--- src/lpi_pkg.sv ---
`default_nettype none
package lpi_pkg;

    localparam int COORD_FRAC_BITS = 16;
    localparam int COORD_WIDTH     = 32;
    localparam int CW   = COORD_WIDTH;
    localparam int FB   = COORD_FRAC_BITS;
    localparam int FW   = 32;
    localparam int DW   = 2 * CW + 2;
    localparam int NW   = 2 * CW + 3;
    localparam int ADW  = 2 * CW;
    localparam int ANW  = 2 * CW + 2 + FB;
    localparam int QW   = CW + 1;
    localparam int CMPW = 3 * CW + FB + 3;
    localparam int IN_W  = 6 * FW;
    localparam int OUT_W = 104;
    localparam int CFG_IDX_W = 3;
    localparam int FIFO_DEPTH = 4;
    localparam int FIFO_AW = 2;
    localparam logic [FW-1:0] NORMAL_Z_RESET  = 32'h0001_0000;
    localparam logic [FW-1:0] THRESHOLD_RESET = 32'd4295;

    typedef enum logic [CFG_IDX_W-1:0] {
        REG_PLANE_PX,
        REG_PLANE_PY,
        REG_PLANE_PZ,
        REG_NORMAL_X,
        REG_NORMAL_Y,
        REG_NORMAL_Z,
        REG_THRESHOLD
    } reg_idx_t;

    typedef struct packed {
        logic [2:0][CW-1:0] pp;
        logic [2:0][CW-1:0] nv;
        logic [FW-1:0]      thr;
    } cfg_t;

    typedef struct packed {
        logic               par;
        logic               neg;
        logic [ANW-1:0]     an;
        logic [ADW-1:0]     ad;
        logic [2:0][CW-1:0] lp;
        logic [2:0][CW-1:0] dv;
    } item_t;

    typedef struct packed {
        logic full;
        logic empty;
    } fifo_stat_t;

endpackage
`default_nettype wire

--- src/lpi_fifo.sv ---
`default_nettype none
module lpi_fifo (
    input  wire logic                aclk,
    input  wire logic                aresetn,
    input  wire logic                push,
    input  wire lpi_pkg::item_t      push_item,
    input  wire logic                pop,
    output lpi_pkg::item_t           pop_item,
    output lpi_pkg::fifo_stat_t      stat
);
    localparam int AW = lpi_pkg::FIFO_AW;
    localparam int DEPTH = lpi_pkg::FIFO_DEPTH;

    lpi_pkg::item_t mem_reg [DEPTH];
    logic [AW-1:0]  wptr_reg, rptr_reg;
    logic [AW:0]    cnt_reg;

    assign stat.full  = (cnt_reg == (AW+1)'(DEPTH));
    assign stat.empty = (cnt_reg == '0);
    assign pop_item   = mem_reg[rptr_reg];

    always_ff @(posedge aclk) begin
        if (!aresetn) begin
            wptr_reg <= '0;
            rptr_reg <= '0;
            cnt_reg  <= '0;
        end else begin
            if (push) wptr_reg <= wptr_reg + 1'b1;
            if (pop)  rptr_reg <= rptr_reg + 1'b1;
            if (push && !pop) cnt_reg <= cnt_reg + 1'b1;
            else if (pop && !push) cnt_reg <= cnt_reg - 1'b1;
        end
    end

    always_ff @(posedge aclk) begin
        if (push) mem_reg[wptr_reg] <= push_item;
    end

endmodule
`default_nettype wire

--- config.mk ---
export PLATFORM = sky130hd
export DESIGN_NAME = lpi_fifo
export DESIGN_NICKNAME = d
export VERILOG_FILES = /design/src/lpi_pkg.sv /design/src/lpi_fifo.sv
export SDC_FILE = /design/constraint.sdc
export NUM_CORES = 1
export LEC_CHECK = 0
export ABC_AREA = 1
export BUFFER_PORTS_ARGS = -buffer_cell sky130_fd_sc_hd__buf_2
export CAP_MARGIN = 25
export CORE_MARGIN = 2
export CORE_UTILIZATION = 57
export DETAILED_ROUTE_END_ITERATION = 6
export PLACE_DENSITY = 0.82
export SLEW_MARGIN = 5
export SYNTH_ARGS = -nofsm -noshare
export SYNTH_HDL_FRONTEND = slang
export SYNTH_SLANG_ARGS = --single-unit
--- constraint.sdc ---
create_clock -name aclk -period 10.2 [get_ports aclk]
set_clock_uncertainty 0.1 [all_clocks]
set_input_delay 1.53 -clock aclk [delete_from_list [all_inputs] [get_ports aclk]]
set_output_delay 1.53 -clock aclk [all_outputs]
set_load 0.01 [all_outputs]
==> flow_summary_export.csv <==
group,metric,value,unit
global_routing,grt_pass1_wl,174.2,mm
synthesis,synth_nets,3696,
synthesis,syn_area,50510,sq um
route,remaining_drc_errors,0,
placement,io_buffers,685,
worst_setup_path,critical_path_class,"reg2out",
route,routed_via_density,5.924,
cts,cts-root-buf,"clkbuf_16",
cts,clock_latency,0.73,ns
cells_and_area,area_growth,16.93,%
pwr,p_clk_share,38.3,%
worst_setup_path,critical_path.top_delay_family,"buffers and inverters",
worst_setup_path,end_kind,"output port",
pwr,netSwitchingFraction,23.39,%
synthesis,syn_inst,3346,
synthesis,yosys.area.top_type,"edfxtp_1",
route,drt_iter0_markers,3455,
timing,setup_viol,0,
worst_setup_path,crit_top_cell,"buf_4",
run,cap_violations,0,
placement,hpwl,65.46,mm
route,vias,31450,
pwr,comb_power_share,9.0,%
worst_setup_path,critPathArrivalTime,4.01,ns
cts,cts_hold_buf,0,
pwr,seqPwrFrac,52.7,%
cts,clockBufferDepth,3,
placement,gp_congestion,0.7994,
timing,tightest_slew,1.194,ns
cts,cts_setup_buffers,0,
timing,finalHoldViolCount,0,
pwr,power.density,208.9,nW/um^2
cells_and_area,largest_reg_flops,1360,
worst_setup_path,critical_path.max_fanout,109,
cts,cts_tree,"built",
global_routing,grt_max_degree,241,
cts,clk_pin_slew,0.06,ns
floorplan,io_pins,686,
route,first_pass_iters,5,
cts,h-tree-depth,4,
timing,finalSetupTns,0,ns
worst_setup_path,crit_required,8.57,ns
cts,cts_resized,0,
timing,fin_crit,5.640,ns
status,status,"complete, no violations",
timing,max_freq,177.3,MHz
global_routing,grt_antenna_before_repair,77,
timing,fin_crit_sh,55.29,%
pwr,power.static_leakage,20.32,nW
pwr,intPower,9.452,mW
floorplan,start_util,57.33,%
synthesis,syn_area_per_cell,15.10,sq um
timing,slew_violations,0,
global_routing,grt_pass1_vias,30220,
route,wl,119.9,mm
worst_setup_path,slowest_delay,0.89,ns
synthesis,yosysSeqAreaShare,81.21,%
floorplan,die_area,91010,sq um
placement,place_inst,4992,
floorplan,rows,109,
timing,slew_headroom,20.39,%
floorplan,fp.dieW,301.7,um
floorplan,core,88100,sq um
worst_setup_path,worstSetupStartpointType,"register",
global_routing,track_usage,25.27,%
pwr,vdd_ir_drop_max,225.1,uV
cts,cts_sinks,1369,
synthesis,synth_top_cell_area_share,80.86,%
synthesis,yosys-top-cells-area,"edfxtp_1, o21ai_0, nor2_1",
route,routedWlPerCell,22.58,um
worst_setup_path,worstPathCellList,"buf_4 > buf_4 > o21ai_0 > o22ai_1 > buf_2",
global_routing,overflow,0,
hold_path,hp-class,"reg2reg",
cells_and_area,layout.cells.non_filler,5309,
worst_setup_path,crit_slowest_cell,"buf_4",
cells_and_area,nets,4314,
synthesis,yosysWarningCount,0,
cts,numCtsBuffers,133,
synthesis,synth-seq-cells,1369,
cells_and_area,final_common_cell,"edfxtp_1",
floorplan,fp.dieH,301.7,um
cells_and_area,drive_gt1_share,22.20,%
synthesis,synth_cell_types,19,
worst_setup_path,crit_buf_inv,3,
timing,rsz0062_at_grt,"false",
cells_and_area,multiInputGateArea,8289,sq um
route,ant_nets,0,
pwr,p_sw,2.885,mW
cells_and_area,layout_common_cells,"edfxtp_1, o21ai_0, nor2_1, buf_2, o22ai_1",
cells_and_area,fillers,5576,
cells_and_area,seq_area,41030,sq um
metrics by stage:
stage / setup slack [ns] / utilization (%) / cell area, sq um / power, mW / hold WS (ns)
3_5_place_dp: 5.413 / 61.97 / 54600 / 7.699 / 0.3321
2_1_floorplan: 1.336 / - / 50510 / 7.255 / 0.3115
6_report: 4.560 / 67.04 / 59060 / 12.34 / 0.3356
4_1_cts: 4.545 / 66.77 / 58830 / 12.38 / 0.3425
3_3_place_gp: 5.479 / 61.97 / 54600 / 7.657 / 0.3163
5_1_grt: 4.336 / 66.98 / 59010 / 12.70 / 0.3746
final timing paths:
kind	to	slack, ns	cells past startpoint	startpoint
max	pop_item[184]	4.56	5	register
min	register	0.34	1	rptr_reg[1]
max reg2reg	mem_reg[0][126]	6.74	6	wptr_reg[0]
min reg2reg	register	0.34	1	rptr_reg[1]
worst register-to-register path, delay by kind of cell, from the launching register on:
| kind | cells | cell delay (ns) |
|---|---|---|
| fa+ha+maj | 1 | 0.16 |
| flops | 1 | 0.33 |
| simple gates | 1 | 0.12 |
| buf+inv | 4 | 2.30 |
cells in the mapped netlist:
cell,instances
buf_2,66
fa_1,1
nand4_1,1
clkbuf_1,134
a21oi_1,4
ha_1,5
nor2_1,685
buf_6,24
o22ai_1,340
buf_8,2
edfxtp_1,1360
nand2_1,9
inv_4,1
nor3_1,2
o21ai_0,686
inv_1,15
clkinv_1,1
nand3_1,1
dfxtp_1,9
power by group through the flow:
stage	registers (mW)	clock network (mW)	logic (mW)
global route	6.52	4.99	1.19
floorplan	6.67	0	0.587
detailed placement	6.62	0	1.08
CTS	6.50	4.78	1.10
global placement	6.61	0	1.05
finish	6.50	4.73	1.11
final cells by class:
| cell class | count | share of cell area [%] |
|---|---|---|
| inverters | 17 | 0.1991 |
| clock buffers | 164 | 5.868 |
| multi-input cells | 1734 | 14.04 |
| clock inverters | 79 | 1.290 |
| flip-flops and latches | 1369 | 69.47 |
| diodes | 72 | 0.3051 |
| well taps | 1165 | 2.468 |
| repair buffers | 709 | 6.368 |
per-layer routing:
| metal | global-route usage, % | vias up | wire length (um) | part of all wire, % |
|---|---|---|---|---|
| li1 | - | 14060 | - | - |
| met1 | 30.22 | 15500 | 42120 | 35 |
| met2 | 41.42 | 1521 | 60660 | 51 |
| met3 | 7.701 | 336 | 11250 | 9.4 |
| met4 | 13.41 | 30 | 5661 | 4.7 |
| met5 | 0 | - | 199 | 0.17 |
cell families (layout without fill, tap and decap cells):
kind of cell / count (synthesis) / after routing / share of synthesized area, %
AOI/OAI and AO/OA: 1030 / 1030 / 11.05
adders and majority gates: 6 / 6 / 0.1635
buffers and inverters: 243 / 969 / 2.376
DFF: 1369 / 1369 / 81.21
other: 0 / 72 / 0
and+or+nand+nor: 698 / 698 / 5.200
(Power assumes the default switching activity.)
